[src/rtl/core/bcc_pkg.sv]
// bcc_pkg: shared constants, codes and types of the button click classifier.
// Used by every module under rtl/core; depends on nothing.
`default_nettype none

package bcc_pkg;

   // click FIFO geometry (one slot is always kept empty)
   localparam int unsigned FIFO_DEPTH = 8;
   localparam int unsigned PTR_W      = (FIFO_DEPTH > 2) ? $clog2(FIFO_DEPTH) : 1;
   localparam int unsigned AVAIL_W    = 3;

   localparam int unsigned TIME_W  = 32;
   localparam int unsigned DELAY_W = 16;
   localparam int unsigned COUNT_W = 8;
   localparam int unsigned CLICK_W = 2;
   localparam int unsigned PHASE_W = 3;
   localparam int unsigned CSR_IDX_W = 3;

   // phase codes
   localparam logic [PHASE_W-1:0] PH_WAIT     = 3'd0;
   localparam logic [PHASE_W-1:0] PH_BOUNCE   = 3'd1;
   localparam logic [PHASE_W-1:0] PH_PREP     = 3'd2;
   localparam logic [PHASE_W-1:0] PH_WAIT_REP = 3'd3;
   localparam logic [PHASE_W-1:0] PH_LOOP_REP = 3'd4;
   localparam logic [PHASE_W-1:0] PH_ENDLESS  = 3'd5;

   // click codes
   localparam logic [CLICK_W-1:0] CLK_NONE   = 2'd0;
   localparam logic [CLICK_W-1:0] CLK_NORMAL = 2'd1;
   localparam logic [CLICK_W-1:0] CLK_DOUBLE = 2'd2;
   localparam logic [CLICK_W-1:0] CLK_HOLD   = 2'd3;

   // item actions
   localparam logic ACT_SAMPLE = 1'b0;
   localparam logic ACT_READ   = 1'b1;

   // register indexes
   localparam logic [CSR_IDX_W-1:0] CSR_BOUNCE_DELAY  = 3'd0;
   localparam logic [CSR_IDX_W-1:0] CSR_DOUBLE_DELAY  = 3'd1;
   localparam logic [CSR_IDX_W-1:0] CSR_REPEAT_DELAY  = 3'd2;
   localparam logic [CSR_IDX_W-1:0] CSR_REPEAT_PERIOD = 3'd3;
   localparam logic [CSR_IDX_W-1:0] CSR_REPEAT_MODE   = 3'd4;

   // register reset values
   localparam logic [DELAY_W-1:0] RST_BOUNCE_DELAY  = 16'd25;
   localparam logic [DELAY_W-1:0] RST_DOUBLE_DELAY  = 16'd250;
   localparam logic [DELAY_W-1:0] RST_REPEAT_DELAY  = 16'd500;
   localparam logic [DELAY_W-1:0] RST_REPEAT_PERIOD = 16'd100;
   localparam logic               RST_REPEAT_MODE   = 1'b0;

   localparam logic [COUNT_W-1:0] COUNT_MAX = '1;

   typedef struct packed {
      logic [DELAY_W-1:0] bounce_delay;
      logic [DELAY_W-1:0] double_delay;
      logic [DELAY_W-1:0] repeat_delay;
      logic [DELAY_W-1:0] repeat_period;
      logic               repeat_mode;
   } cfg_type;

   typedef struct packed {
      logic               valid;
      logic [CLICK_W-1:0] code;
   } push_type;

   typedef struct packed {
      logic [CLICK_W-1:0] data;
      logic [AVAIL_W-1:0] avail;
   } fifo_status_type;

endpackage

`default_nettype wire

[src/rtl/core/bcc_fsm.sv]
// bcc_fsm: debounce / double-click / hold-or-repeat phase machine.
// Depends on bcc_pkg; emits at most one click push per sample beat.
`default_nettype none

module bcc_fsm (
   input  wire logic                          clock,
   input  wire logic                          reset,
   input  wire logic                          sample_en,
   input  wire logic                          pressed,
   input  wire logic [bcc_pkg::TIME_W-1:0]    now_ms,
   input  wire bcc_pkg::cfg_type              cfg,
   output bcc_pkg::push_type                  push
);

   logic [bcc_pkg::PHASE_W-1:0] phase_ff, phase_in;
   logic [bcc_pkg::TIME_W-1:0]  stamp_ff, stamp_in;
   logic [bcc_pkg::COUNT_W-1:0] count_ff, count_in;
   logic [bcc_pkg::TIME_W-1:0]  dt;
   logic gt_bounce, gt_double, gt_rep_delay, gt_rep_period;

   // elapsed time wraps modulo 2^32
   assign dt            = now_ms - stamp_ff;
   assign gt_bounce     = dt > {16'h0000, cfg.bounce_delay};
   assign gt_double     = dt > {16'h0000, cfg.double_delay};
   assign gt_rep_delay  = dt > {16'h0000, cfg.repeat_delay};
   assign gt_rep_period = dt > {16'h0000, cfg.repeat_period};

   always_comb begin
      phase_in   = phase_ff;
      stamp_in   = stamp_ff;
      count_in   = count_ff;
      push.valid = 1'b0;
      push.code  = bcc_pkg::CLK_NORMAL;
      if (sample_en) begin
         if (pressed) begin
            case (phase_ff)
               bcc_pkg::PH_WAIT: begin
                  stamp_in = now_ms;
                  if (count_ff != bcc_pkg::COUNT_MAX) begin
                     count_in = count_ff + 8'd1;
                  end
                  phase_in = bcc_pkg::PH_BOUNCE;
               end
               bcc_pkg::PH_BOUNCE: begin
                  if (gt_bounce) begin
                     phase_in = bcc_pkg::PH_PREP;
                  end
               end
               bcc_pkg::PH_PREP: begin
                  if (gt_double) begin
                     count_in   = '0;
                     push.valid = 1'b1;
                     if (cfg.repeat_mode) begin
                        push.code = bcc_pkg::CLK_NORMAL;
                        phase_in  = bcc_pkg::PH_WAIT_REP;
                     end else begin
                        push.code = bcc_pkg::CLK_HOLD;
                        phase_in  = bcc_pkg::PH_ENDLESS;
                     end
                  end
               end
               bcc_pkg::PH_WAIT_REP: begin
                  if (gt_rep_delay) begin
                     phase_in = bcc_pkg::PH_LOOP_REP;
                  end
               end
               bcc_pkg::PH_LOOP_REP: begin
                  if (gt_rep_period) begin
                     push.valid = 1'b1;
                     push.code  = bcc_pkg::CLK_NORMAL;
                     stamp_in   = now_ms;
                  end
               end
               default: begin
               end
            endcase
         end else if (phase_ff != bcc_pkg::PH_BOUNCE) begin
            // release outside debounce: flush a pending click once the window passed
            if (count_ff != '0 && gt_double) begin
               push.valid = 1'b1;
               push.code  = (count_ff == 8'd1) ? bcc_pkg::CLK_NORMAL : bcc_pkg::CLK_DOUBLE;
               count_in   = '0;
            end
            phase_in = bcc_pkg::PH_WAIT;
         end
      end
   end

   always_ff @(posedge clock) begin
      if (reset) begin
         phase_ff <= bcc_pkg::PH_WAIT;
         stamp_ff <= '0;
         count_ff <= '0;
      end else begin
         phase_ff <= phase_in;
         stamp_ff <= stamp_in;
         count_ff <= count_in;
      end
   end

endmodule

`default_nettype wire

[src/rtl/core/bcc_fifo.sv]
// bcc_fifo: ring FIFO of clicks that keeps one slot empty; drops pushes when full.
// Depends on bcc_pkg; pop data and the post-beat fill level are combinational.
`default_nettype none

module bcc_fifo (
   input  wire logic                 clock,
   input  wire logic                 reset,
   input  wire bcc_pkg::push_type    push,
   input  wire logic                 pop,
   output bcc_pkg::fifo_status_type  status
);

   localparam int unsigned PW = bcc_pkg::PTR_W;
   localparam logic [PW-1:0] LAST_SLOT = PW'(bcc_pkg::FIFO_DEPTH - 1);
   localparam logic [PW:0]   DEPTH_X   = (PW+1)'(bcc_pkg::FIFO_DEPTH);

   logic [bcc_pkg::CLICK_W-1:0] click_store [bcc_pkg::FIFO_DEPTH];
   logic [PW-1:0] wr_ptr_ff, wr_ptr_in;
   logic [PW-1:0] rd_ptr_ff, rd_ptr_in;
   logic [PW-1:0] count_cur, count_nxt;
   logic          do_push, do_pop, empty;
   logic [bcc_pkg::AVAIL_W+PW-1:0] count_ext;

   function automatic logic [PW-1:0] fill(input logic [PW-1:0] wr, input logic [PW-1:0] rd);
      logic [PW:0] diff;
      if (wr >= rd) begin
         diff = {1'b0, wr} - {1'b0, rd};
      end else begin
         diff = {1'b0, wr} + DEPTH_X - {1'b0, rd};
      end
      return diff[PW-1:0];
   endfunction

   function automatic logic [PW-1:0] bump(input logic [PW-1:0] p);
      return (p == LAST_SLOT) ? '0 : p + PW'(1);
   endfunction

   assign count_cur = fill(wr_ptr_ff, rd_ptr_ff);
   assign empty     = count_cur == '0;
   assign do_push   = push.valid && (count_cur != LAST_SLOT);
   assign do_pop    = pop && !empty;
   assign wr_ptr_in = do_push ? bump(wr_ptr_ff) : wr_ptr_ff;
   assign rd_ptr_in = do_pop ? bump(rd_ptr_ff) : rd_ptr_ff;
   assign count_nxt = fill(wr_ptr_in, rd_ptr_in);
   assign count_ext = {{bcc_pkg::AVAIL_W{1'b0}}, count_nxt};

   assign status.data  = do_pop ? click_store[rd_ptr_ff] : bcc_pkg::CLK_NONE;
   assign status.avail = count_ext[bcc_pkg::AVAIL_W-1:0];

   always_ff @(posedge clock) begin
      if (do_push) begin
         click_store[wr_ptr_ff] <= push.code;
      end
   end

   always_ff @(posedge clock) begin
      if (reset) begin
         wr_ptr_ff <= '0;
         rd_ptr_ff <= '0;
      end else begin
         wr_ptr_ff <= wr_ptr_in;
         rd_ptr_ff <= rd_ptr_in;
      end
   end

endmodule

`default_nettype wire

[src/rtl/core/button_click_classifier.sv]
// button_click_classifier: a req beat reaches rsp_valid through the input register,
// then the result register; one item per cycle sustained while rsp_ready stays high.
// Ready from the result side passes combinationally back to req_ready.
// Synchronous active-high reset clears both stage valids, the phase machine,
// FIFO pointers, last value and loads the register defaults. csr_ready is always high.
`default_nettype none

module button_click_classifier (
   input  wire logic                              clock,
   input  wire logic                              reset,
   input  wire logic                              req_valid,
   output logic                                   req_ready,
   input  wire logic                              req_action,
   input  wire logic                              req_pressed,
   input  wire logic [bcc_pkg::TIME_W-1:0]        req_now_ms,
   output logic                                   rsp_valid,
   input  wire logic                              rsp_ready,
   output logic [bcc_pkg::CLICK_W-1:0]            rsp_click,
   output logic [bcc_pkg::AVAIL_W-1:0]            rsp_available,
   output logic [bcc_pkg::CLICK_W-1:0]            rsp_last_click,
   input  wire logic                              csr_valid,
   output logic                                   csr_ready,
   input  wire logic [bcc_pkg::CSR_IDX_W-1:0]     csr_index,
   input  wire logic [bcc_pkg::DELAY_W-1:0]       csr_wdata
);

   bcc_pkg::cfg_type cfg_ff, cfg_in;

   logic                        s1_valid_ff, s1_valid_in;
   logic                        s1_action_ff;
   logic                        s1_pressed_ff;
   logic [bcc_pkg::TIME_W-1:0]  s1_now_ff;

   logic                        out_valid_ff, out_valid_in;
   logic [bcc_pkg::CLICK_W-1:0] out_click_ff;
   logic [bcc_pkg::AVAIL_W-1:0] out_avail_ff;
   logic [bcc_pkg::CLICK_W-1:0] out_last_ff;
   logic [bcc_pkg::CLICK_W-1:0] last_value_ff, last_value_in;

   logic advance, take;
   bcc_pkg::push_type         push;
   bcc_pkg::fifo_status_type  fstat;

   // ---- register file ----
   assign csr_ready = 1'b1;

   always_comb begin
      cfg_in = cfg_ff;
      if (csr_valid) begin
         case (csr_index)
            bcc_pkg::CSR_BOUNCE_DELAY:  cfg_in.bounce_delay  = csr_wdata;
            bcc_pkg::CSR_DOUBLE_DELAY:  cfg_in.double_delay  = csr_wdata;
            bcc_pkg::CSR_REPEAT_DELAY:  cfg_in.repeat_delay  = csr_wdata;
            bcc_pkg::CSR_REPEAT_PERIOD: cfg_in.repeat_period = csr_wdata;
            bcc_pkg::CSR_REPEAT_MODE:   cfg_in.repeat_mode   = csr_wdata[0];
            default: begin
            end
         endcase
      end
   end

   // ---- handshake ----
   assign advance     = s1_valid_ff && (!out_valid_ff || rsp_ready);
   assign req_ready   = !s1_valid_ff || advance;
   assign take        = req_valid && req_ready;
   assign s1_valid_in = take || (s1_valid_ff && !advance);
   assign out_valid_in = advance || (out_valid_ff && !rsp_ready);

   bcc_fsm u_fsm (
      .clock     (clock),
      .reset     (reset),
      .sample_en (advance && (s1_action_ff == bcc_pkg::ACT_SAMPLE)),
      .pressed   (s1_pressed_ff),
      .now_ms    (s1_now_ff),
      .cfg       (cfg_ff),
      .push      (push)
   );

   bcc_fifo u_fifo (
      .clock  (clock),
      .reset  (reset),
      .push   (push),
      .pop    (advance && (s1_action_ff == bcc_pkg::ACT_READ)),
      .status (fstat)
   );

   // a read beat records whatever it returned, including none on empty
   assign last_value_in = (advance && (s1_action_ff == bcc_pkg::ACT_READ)) ?
                          fstat.data : last_value_ff;

   always_ff @(posedge clock) begin
      if (reset) begin
         cfg_ff.bounce_delay  <= bcc_pkg::RST_BOUNCE_DELAY;
         cfg_ff.double_delay  <= bcc_pkg::RST_DOUBLE_DELAY;
         cfg_ff.repeat_delay  <= bcc_pkg::RST_REPEAT_DELAY;
         cfg_ff.repeat_period <= bcc_pkg::RST_REPEAT_PERIOD;
         cfg_ff.repeat_mode   <= bcc_pkg::RST_REPEAT_MODE;
         s1_valid_ff   <= 1'b0;
         out_valid_ff  <= 1'b0;
         last_value_ff <= bcc_pkg::CLK_NONE;
      end else begin
         cfg_ff        <= cfg_in;
         s1_valid_ff   <= s1_valid_in;
         out_valid_ff  <= out_valid_in;
         last_value_ff <= last_value_in;
      end
   end

   always_ff @(posedge clock) begin
      if (take) begin
         s1_action_ff  <= req_action;
         s1_pressed_ff <= req_pressed;
         s1_now_ff     <= req_now_ms;
      end
      if (advance) begin
         out_click_ff <= fstat.data;
         out_avail_ff <= fstat.avail;
         out_last_ff  <= last_value_in;
      end
   end

   assign rsp_valid      = out_valid_ff;
   assign rsp_click      = out_click_ff;
   assign rsp_available  = out_avail_ff;
   assign rsp_last_click = out_last_ff;

endmodule

`default_nettype wire

[config.mk]
export PLATFORM = sky130hd
export DESIGN_NAME = button_click_classifier
export DESIGN_NICKNAME = d
export VERILOG_FILES = /design/src/rtl/core/bcc_pkg.sv /design/src/rtl/core/bcc_fsm.sv /design/src/rtl/core/bcc_fifo.sv /design/src/rtl/core/button_click_classifier.sv
export SDC_FILE = /design/constraint.sdc
export NUM_CORES = 1
export LEC_CHECK = 0
export BUFFER_PORTS_ARGS = -buffer_cell sky130_fd_sc_hd__buf_2
export CAP_MARGIN = 20
export CORE_MARGIN = 2
export CORE_UTILIZATION = 60
export DETAILED_ROUTE_END_ITERATION = 8
export PLACE_DENSITY = 0.82
export SETUP_SLACK_MARGIN = 0.3
export SLEW_MARGIN = 0
export SYNTH_ARGS = -nofsm -noshare
export SYNTH_HDL_FRONTEND = slang
export SYNTH_HIERARCHICAL = 1
export SYNTH_SLANG_ARGS = --single-unit
[constraint.sdc]
create_clock -name clock -period 6 [get_ports clock]
set_input_delay 0 -clock clock [delete_from_list [all_inputs] [get_ports clock]]
set_output_delay 0 -clock clock [all_outputs]
set_load 0.02 [all_outputs]
== After elaboration in Yosys (flattened, before gate mapping) ==
Memories as Yosys holds them, arrays and structs flattened. A register that Yosys moved wholly into a read port is not among the register bits.
Cells that the tools add are included.
Widths: inputs -> output; s select.

* Magnitude comparators: 6
* Equal/unequal tests: 21
* Multiplexer cells: 35
* Bitwise operators: 1
* Reductions and logical operators: 33
* Add/subtract/negate cells: 10

{| class="wikitable"
|+ Operator list
! cell !! count
|-
| $gt 32x16->1 || 4
|-
| $pmux 32 s2 || 1
|-
| $mux 3 || 19
|-
| $mux 8 || 5
|-
| $mux 32 || 1
|-
| $sub 32x32->32 || 1
|-
| $pmux 8 s2 || 1
|-
| $add 3x1->3 const B || 4
|-
| $eq 3x2->1 const B || 4
|-
| $eq 3x3->1 const B || 4
|-
| $ne 3x2->1 const B || 4
|-
| $pmux 3 s4 || 1
|-
| $reduce_and 6->1 || 2
|-
| $sub 3x3->3 || 4
|-
| $reduce_and 2->1 || 5
|-
| $logic_and 1x1->1 || 9
|-
| $logic_not 3->1 || 3
|-
| $add 8x1->8 const B || 1
|-
| $eq 8x1->1 const B || 1
|-
| $mux 2 || 4
|-
| $ne 8x8->1 const B || 1
|-
| $reduce_bool 8->1 || 1
|-
| $eq 3x1->1 const B || 2
|-
| $ge 3x3->1 || 2
|-
| other kinds (11) || 22
|}

* Memories: 1
* Bits in writable memories: 16
* Register bits after elaboration: 159
* Output and inout port bits: 10

{| class="wikitable"
|+ Memory list
! name !! words !! bits a word !! read ports !! clocked after Yosys merged registers in !! write ports !! line !! RTL
|-
| u_fifo.click_store || 8 || 2 || 1 || 1 || 1 || bcc_fifo.sv:17 || <nowiki>logic [bcc_pkg::CLICK_W-1:0] click_store [bcc_pkg::FIFO_DEPTH];</nowiki>
|}

== Logic depth before layout (Yosys ltp) ==
Gate-level depths: netlist of the first run.

* Depth in word-level cells: 12
* Gate-level depth with buffers: 26
* Depth with buffers taken out: 26

== Hierarchy ==
The synthesis of the first run kept the hierarchy.

{| class="wikitable"
|+ By module, submodules not included
! module !! sequential area each (um^2) !! times used !! area each (um^2) !! cells each
|-
| bcc_fsm || 860.8 || 1 || 6,095.8 || 854
|-
| button_click_classifier || 2,612.5 || 1 || 3,779.9 || 347
|-
| bcc_fifo || 600.6 || 1 || 1,093.5 || 80
|}

== Worst setup path before layout of the first run ==
Ideal clock, no wire load.

* Kind: register to register
* Start point: register s1_now_ff[9] (netlist bit)
* End point: register out_avail_ff, in the netlist rsp_available[2], data pin
* Slack: 962 ps
* Data required time: 5,740 ps
* Cell stages (with the launch flop): 25
* Period minus slack after synthesis: 5,038 ps
* Arrival time: 4,778 ps
* Path through: edfxtp_1 ha_1 buf_2 and4_1 nand4_1 a21oi_1 or3b_1 buf_2 xor2_1 ha_1 a21o_1 a21o_1 a21oi_1 o21ai_0 a21oi_1 a41oi_1 or3_1 nor4_4 nand2b_1 a21oi_1 o31ai_2 a21oi_1 ha_1 maj3_2 xnor2_1

{| class="wikitable"
|+ RTL lines
! item !! line !! RTL
|-
| start: declaration || button_click_classifier.sv:32 || <nowiki>logic [bcc_pkg::TIME_W-1:0] s1_now_ff;</nowiki>
|-
| start signal: assignment || button_click_classifier.sv:113 || <nowiki>s1_now_ff <= req_now_ms;</nowiki>
|-
| end signal: assignment || button_click_classifier.sv:117 || <nowiki>out_avail_ff <= fstat.avail;</nowiki>
|-
| end: declaration || button_click_classifier.sv:36 || <nowiki>logic [bcc_pkg::AVAIL_W-1:0] out_avail_ff;</nowiki>
|}

==> impl_metrics.env, run 1 <==
export IMPL_outcome="complete, no violations"
export IMPL_synthAdderAreaFrac_pct=12.3
export IMPL_required_ns=6.17
export IMPL_fp_row_count=49
export IMPL_holdPathStages=4
export IMPL_core_area_um2=18000
export IMPL_cp_max_fo=5
export IMPL_clkPwrFrac_pct=37.3
export IMPL_seq_area_frac_synth_pct=37.1
export IMPL_synth_net_count=1445
export IMPL_synthMuxAreaShare_pct=2.84
export IMPL_antenna_found_initial=0
export IMPL_rsz0062_at_grt="false"
export IMPL_synthDistinctLibCells=89
export IMPL_seq_power_share_pct=43.2
export IMPL_netlist_area_leader_share_pct=21.5
export IMPL_drc=0
export IMPL_via_count=9879
export IMPL_cts_tree="yes"
export IMPL_initial_utilization_pct=61.1
export IMPL_ys_seq_elements=175
export IMPL_numPortBuffers=66
export IMPL_slew_viol_final=0
export IMPL_synth_flop_cell="dfxtp_1"
export IMPL_timing_hold_ws_ns=0.0698
export IMPL_first_pass_iters=5
export IMPL_hold_viol_final=0
export IMPL_finClkSkew_ns=0.0110
export IMPL_r2r_cells=24
export IMPL_grt_max_degree=72
export IMPL_gr_total_overflow=0
export IMPL_synth_top_family_by_area="compound AO/OA/AOI/OAI gates"
export IMPL_gp_congestion=0.983
export IMPL_max_slew_worst_pin_slew_ns=1.06
export IMPL_fin_nets=1533
export IMPL_cts_buffers=17
export IMPL_fin_setup_tns_ns=0
export IMPL_vias_per_cell=6.13
export IMPL_syn_instance_count=1281
export IMPL_synth_xor_area_share_pct=1.80
export IMPL_syn_cell_area_um2=11000
export IMPL_clk_latency_ns=0.43
export IMPL_cts_sinks=175
export IMPL_dp_hpwl_mm=20.5
export IMPL_switching_share_pct=28.7
export IMPL_drive_above_1_share_pct=11.4
export IMPL_syn_mean_instance_area_um2=8.56
export IMPL_hold_class="input port to flop"
export IMPL_p_sw_w=0.000845
export IMPL_grt_usage_pct=30.1
export IMPL_insertedDiodeCount=0
export IMPL_path_clk_slew_ns=0.07
export IMPL_internal_power_w=0.00210
export IMPL_avgRoutedWirePerCell_um=18.3
export IMPL_period_needed_ns=5.39
export IMPL_critPathArrivalTime_ns=5.56
export IMPL_yosys_area_share_simple_pct=19.3
export IMPL_ir_drop_mv=0.219
export IMPL_dieArea_um2=19400
export IMPL_grt_pass1_vias=9672
export IMPL_synth_compound_area_share_pct=19.8
export IMPL_die_w_um=139
export IMPL_cts_buffer_depth=2
export IMPL_path_class="flop to flop"
export IMPL_syn_to_final_growth_pct=14.1
export IMPL_final_core_util_pct=69.7
export IMPL_dieHeight_um=139
export IMPL_yosys_warnings=6
export IMPL_async_reset_ff_share_pct=0
export IMPL_root_buffer="clkbuf_16"
export IMPL_htree_levels=4
export IMPL_setup_viol=0
export IMPL_powerDensity_nw_per_um2=235
export IMPL_drtIter0Drc=1006
export IMPL_wl_mm=29.5
export IMPL_power_leakage_nw=4.78
export IMPL_cap_violations=0
export IMPL_combPwrFrac_pct=19.5
export IMPL_clock_fmax_mhz=186
export IMPL_synth_area_leaders="dfxtp_1, edfxtp_1, ha_1"
export IMPL_synth_top_area_cell="dfxtp_1"
export IMPL_antenna_left=0
export IMPL_endpoint_kind="flop"
export IMPL_grt_pass1_wl_mm=47.3
export IMPL_synth_enable_flop_cells=57
export IMPL_post_route_period_util_pct=89.8
export IMPL_slew_headroom_pct=29.3
export IMPL_ios=68
export IMPL_start_kind="flop"
[worst paths after layout]
| path | to | from | slack (ns) |
|---|---|---|---|
| max | rsp_available[2]$_DFFE_PN_ | s1_now_ff[0]$_DFFE_PP_ | 0.61 |
| min | cfg_ff[60]$_SDFFE_PP0P_ | csr_index[2] | 0.07 |
| max reg2reg | rsp_available[2]$_DFFE_PN_ | s1_now_ff[0]$_DFFE_PP_ | 0.61 |
| min reg2reg | cfg_ff[55]$_SDFFE_PP0P_ | cfg_ff[55]$_SDFFE_PP0P_ | 0.46 |
[stage by stage]
| step | power, W | std cells | setup WS (ns) | instance area [um^2] |
|---|---|---|---|---|
| final | 0.00295 | 1611 | 0.612 | 12500 |
| after floorplan | 0.00166 | 1281 | 0.962 | 11000 |
| after global placement | 0.00181 | 1523 | 0.561 | 11400 |
| after CTS | 0.00293 | 1608 | 0.312 | 12500 |
| after detailed placement | 0.00182 | 1523 | 0.370 | 11400 |
| after global routing | 0.00306 | 1611 | 0.298 | 12500 |
[sequential cells by signal, summed over array words and instances (netlist names), 8 cells and up]
signal / cells
u_fsm/stamp_ff: 32
u_fifo/click_store: 16
s1_now_ff: 32
cfg_ff: 65
u_fsm/count_ff: 8
[cell usage after synthesis, drive strengths merged (5+ instances only)]
master / instances
nand2: 153
clkbuf: 32
o2111a: 5
inv: 112
o31ai: 6
or3: 5
a21o: 25
nor2b: 8
or2: 5
xnor2: 14
nor4: 10
a211oi: 16
o22ai: 5
edfxtp: 57
nand3: 50
nor4b: 5
o211ai: 10
nand4: 27
dfxtp: 118
o21ai: 68
and2: 7
a211o: 6
nand2b: 14
mux2i: 15
o21a: 12
nor2: 78
mux2: 6
buf: 33
xor2: 6
a21oi: 158
nor3: 41
ha: 104
[power groups by stage]
stage          combinational, W  sequential, W  clock (W)
2_1_floorplan          0.000368        0.00129          0
3_3_place_gp           0.000511        0.00130          0
3_5_place_dp           0.000522        0.00130          0
4_1_cts                0.000554        0.00127    0.00111
5_1_grt                0.000629        0.00127    0.00116
6_report               0.000574        0.00127    0.00110
[cells in the final DEF (no fill, tap or decap), types with 5 or more instances in the layout]
master and count:
nand2_1 153, nor2b_1 8, o21a_1 12, inv_1 112
o211ai_1 10, nand2b_1 14, dfxtp_1 118, buf_4 16
or2_2 5, a211oi_1 9, buf_2 65, clkbuf_16 17
o21ai_1 6, a211oi_2 7, dlygate4sd3_1 53, and2_1 7
nand3_1 50, nand4_1 27, a21oi_1 156, a211o_1 6
xnor2_1 13, nor2_1 78, edfxtp_1 57, a21o_1 25
ha_1 104, o21ai_0 62, mux2i_1 15, nor3_1 39
nor4_1 8, xor2_1 5
[cells by family after synthesis]
logic type	count (synthesis)
buffers and inverters	177
AND/OR/NAND/NOR	428
AO/OA/AOI/OAI	347
multiplexers	25
flip-flops	175
adder cells (fa/ha/maj)	107
other	1
XOR/XNOR	21
[metal layers]
metal,GRT usage [%],vias to the layer above,wire length [um]
li1,-,4763,-
met2,52.2,373,14400
met4,9.20,0,569
met3,4.78,50,1860
met1,39.0,4693,12700
met5,0,-,0
[final cells by class]
cell class / instances / area, um^2
clock buffers: 20 / 437
flip-flops and latches: 175 / 4070
multi-input cells: 929 / 6190
well taps: 229 / 287
inverters: 112 / 420
clock inverters: 12 / 135
repair buffers: 134 / 976
fillers: 1383 / 5450
[worst max-delay path, stage by stage, from the launching register on]
cell      delay, ns
edfxtp_1       0.36
inv_1          0.05
ha_1           0.22
fa_1           0.41
nand2b_1       0.19
a21o_1         0.24
a211oi_2       0.35
nor2_1         0.12
xnor2_1        0.24
ha_1           0.24
a21o_1         0.17
a21o_1         0.17
a21oi_1        0.15
o21ai_0        0.10
a21oi_1        0.13
a41oi_1        0.09
or3_4          0.40
nor4_4         0.25
nand2b_1       0.14
a21oi_1        0.08
o31ai_2        0.15
a21oi_1        0.17
ha_1           0.26
maj3_2         0.33
xnor2_1        0.14
[what timing repair did]
item,4_1_cts,5_1_grt
gates resized for setup,0,4
endpoints found under the setup margin,0,3
hold endpoints to repair,101,0
hold buffers,53,0
buffers inserted,0,3
(Power assumes the default switching activity.)
==> run 2: changes to the inputs <==
--- a/config.mk
+++ b/config.mk
@@ -5,6 +5,7 @@
 export SDC_FILE = /design/constraint.sdc
 export NUM_CORES = 1
 export LEC_CHECK = 0
+export ABC_AREA = 1
 export BUFFER_PORTS_ARGS = -buffer_cell sky130_fd_sc_hd__buf_2
 export CAP_MARGIN = 20
 export CORE_MARGIN = 2
==> run 2 against run 1 <==
Worst hold slack lost 0.041 ns. Routed wire length shrank 1.2%. Maximum frequency grew 9.7%. Count of clock-buffer cells in the layout grew 3. Global-route usage shrank 1.1 points. Area after synthesis grew 6.8%. Non-clock buffer count shrank 7. Clock power grew 8%. Power grew 12%. Critical path type unchanged.
==> impl_metrics.env, run 2 <==
export IMPL_outcome="complete, no violations"
export IMPL_required_ns=6.20
export IMPL_finClkSkew_ns=0.0134
export IMPL_layout_cells_non_filler=2059
export IMPL_path_class="flop to flop"
export IMPL_clk_latency_ns=0.44
export IMPL_powerDensity_nw_per_um2=246
export IMPL_dp_hpwl_mm=21.1
export IMPL_cts_buffer_depth=2
export IMPL_antenna_left=0
export IMPL_vias_per_cell=5.24
export IMPL_avgRoutedWirePerCell_um=14.1
export IMPL_path_clk_slew_ns=0.07
export IMPL_largest_register_ffs=65
export IMPL_r2r_cells=28
export IMPL_root_buffer="clkbuf_16"
export IMPL_grt_pass1_vias=10300
export IMPL_fp_row_count=51
export IMPL_path_common_cell="nand2_1"
export IMPL_design_area_um2=13400
export IMPL_drive_above_1_share_pct=11.4
export IMPL_cp_top_family="simple AND/OR/NAND/NOR gates"
export IMPL_slew_viol_final=0
export IMPL_hold_viol_final=0
export IMPL_seq_area_frac_synth_pct=34.8
export IMPL_post_cts_buffers=0
export IMPL_via_count=10800
export IMPL_p_total_w=0.00329
export IMPL_cp_buffers_inverters=3
export IMPL_syn_to_final_growth_pct=14.2
export IMPL_netlist_top_cells_count="nand2_1, inv_1, nor2_1"
export IMPL_htree_levels=4
export IMPL_clock_fmax_mhz=204
export IMPL_netlist_area_leader_share_pct=20.2
export IMPL_cts_sinks=175
export IMPL_fin_nets=1945
export IMPL_grt_max_degree=66
export IMPL_yosys_warnings=6
export IMPL_top_regs="cfg_ff (65), s1_now_ff (32), u_fsm/stamp_ff (32)"
export IMPL_yosysMostFrequentCell="nand2_1"
export IMPL_numPortBuffers=66
export IMPL_post_place_cells=1970
export IMPL_cp_max_fo=6
export IMPL_period_needed_ns=4.91
export IMPL_drtIter0Drc=783
export IMPL_r2r_start="s1_now_ff[0]$_DFFE_PP_"
export IMPL_final_core_util_pct=69.2
export IMPL_slowest_delay_ns=0.43
export IMPL_async_reset_ff_share_pct=0
export IMPL_ios=68
export IMPL_synthDistinctLibCells=50
export IMPL_cts_tree="yes"
export IMPL_slowest_stage="xor2_1"
export IMPL_dieHeight_um=144
export IMPL_synth_top_area_cell="dfxtp_1"
export IMPL_wl_mm=29.1
export IMPL_worstHoldEndpoint="cfg_ff[7]$_SDFFE_PP1P_"
export IMPL_hp_start="csr_index[1]"
export IMPL_synth_flop_cell="dfxtp_1"
export IMPL_drc=0
export IMPL_cap_violations=0
export IMPL_slew_headroom_pct=43.0
export IMPL_syn_cell_area_um2=11700
export IMPL_placed_area_um2=12200
export IMPL_hold_class="input port to flop"
export IMPL_final_cell_mix="nand2_1, inv_1, nor2_1, dfxtp_1, ha_1"
export IMPL_post_route_period_util_pct=81.9
export IMPL_first_pass_iters=7
export IMPL_holdPathStages=3
export IMPL_cts_buffers=17
export IMPL_syn_mean_instance_area_um2=7.03
export IMPL_synth_area_leaders="dfxtp_1, nand2_1, edfxtp_1"
export IMPL_r2r_end="rsp_available[2]$_DFFE_PN_"
export IMPL_initial_utilization_pct=60.6
export IMPL_synth_net_count=1832
export IMPL_core_area_um2=19300
export IMPL_largest_register="cfg_ff"
export IMPL_ir_drop_mv=0.219
export IMPL_rsz0062_at_grt="false"
export IMPL_setup_viol=0
export IMPL_dieArea_um2=20700
export IMPL_max_slew_worst_pin_slew_ns=0.855
export IMPL_power_leakage_nw=6.75
export IMPL_final_common_cell="nand2_1"
export IMPL_antenna_found_initial=0
export IMPL_synth_enable_flop_cells=57
export IMPL_fill_cells=1578
export IMPL_syn_instance_count=1668
export IMPL_grt_pass1_wl_mm=47.6
export IMPL_ys_seq_elements=175
export IMPL_insertedDiodeCount=0
export IMPL_fin_setup_tns_ns=0
export IMPL_grt_usage_pct=29.0
export IMPL_gp_congestion=1.02
export IMPL_gr_total_overflow=0
export IMPL_r2r_slack_ns=1.09
export IMPL_die_w_um=144
export IMPL_start_kind="flop"
export IMPL_endpoint_kind="flop"
export IMPL_critPathArrivalTime_ns=5.11
run 2: changes by cell type in the layout (fill, tap and decap cells not counted), moves of 15 or more:
| cell | change |
|---|---|
| a21oi_2 | +26 |
| nand2_2 | +24 |
| a21o_1 | -25 |
| a21oi_1 | -86 |
| nor3_1 | -31 |
| o21ai_1 | +25 |
| nor2_2 | +15 |
| mux2i_1 | -15 |
| inv_1 | +204 |
| o21ai_0 | -34 |
| nand2_1 | +306 |
| nor2_1 | +111 |
run 2: cell families (layout without fill, tap and decap cells):
family | count (synthesis) | after routing | synth area share, %
buffers and inverters | 361 | 487 | 12.5
AO/OA/AOI/OAI | 181 | 181 | 9.25
flip-flops | 175 | 175 | 34.8
other | 1 | 1 | 0.0320
AND/OR/NAND/NOR | 827 | 827 | 30.7
adder cells (fa/ha/maj) | 106 | 106 | 11.4
XOR/XNOR | 17 | 17 | 1.27
run 2: final cells by class:
cell class	instances	area [um^2]	share of cell area, %
clock buffers	23	532	3.97
clock inverters	9	101	0.757
inverters	328	1230	9.22
multi-input cells	1132	6180	46.2
flip-flops and latches	175	4070	30.4
well taps	265	332	2.48
repair buffers	127	931	6.96
run 2: where the power goes:
| part | total [W] | switching, W | internal [W] |
|---|---|---|---|
| Clock | 0.00119 | 0.000504 | 0.000681 |
| Combinational | 0.000804 | 0.000513 | 0.000292 |
| Sequential | 0.00130 | 0.0000286 | 0.00127 |
| Total | 0.00329 | 0.00105 | 0.00225 |
run 2: worst max-delay path by stage:
stage | slack, ns | cells past startpoint | end | start
after floorplan | 2.05 | 28 | rsp_available[2]$_DFFE_PN_ | s1_now_ff[0]$_DFFE_PP_
after global placement | 1.41 | 28 | rsp_available[2]$_DFFE_PN_ | s1_now_ff[0]$_DFFE_PP_
after detailed placement | 1.18 | 28 | rsp_available[2]$_DFFE_PN_ | s1_now_ff[0]$_DFFE_PP_
after CTS | 1.14 | 28 | rsp_available[2]$_DFFE_PN_ | s1_now_ff[0]$_DFFE_PP_
after global routing | 0.70 | 28 | rsp_available[2]$_DFFE_PN_ | s1_now_ff[0]$_DFFE_PP_
final | 1.09 | 28 | rsp_available[2]$_DFFE_PN_ | s1_now_ff[0]$_DFFE_PP_
run 2: timing repair:
item | CTS | global route
hold endpoints to repair | 112 | 0
resized for setup | 0 | 0
endpoints found under the setup margin | 0 | 0
hold buffers | 57 | 0
run 2: per-stage QoR:
| step | setup slack [ns] | hold WS, ns |
|---|---|---|
| after floorplan | 2.05 | 0.0691 |
| after global placement | 1.41 | 0.176 |
| after detailed placement | 1.18 | 0.178 |
| after CTS | 1.14 | 0.00641 |
| after global routing | 0.700 | 0.0598 |
| final | 1.09 | 0.0284 |
run 2: worst register-to-register path: cells and delay by family, from the launching register on:
kind                     cells  cell delay, ns
XOR/XNOR                     1            0.43
buffers and inverters        3            0.27
AND/OR/NAND/NOR             17            2.07
flip-flops                   1            0.34
adder cells (fa/ha/maj)      4            1.06
AO/OA/AOI/OAI                3            0.51
run 2: routing by layer:
layer  global-route usage [%]  routed length (um)  vias to the layer above
met1                     35.7               12600                     4883
met5                        0                   0                        -
li1                         -                   -                     5452
met3                     4.47                1740                       78
met2                     50.1               13800                      370
met4                     13.2                1010                        0
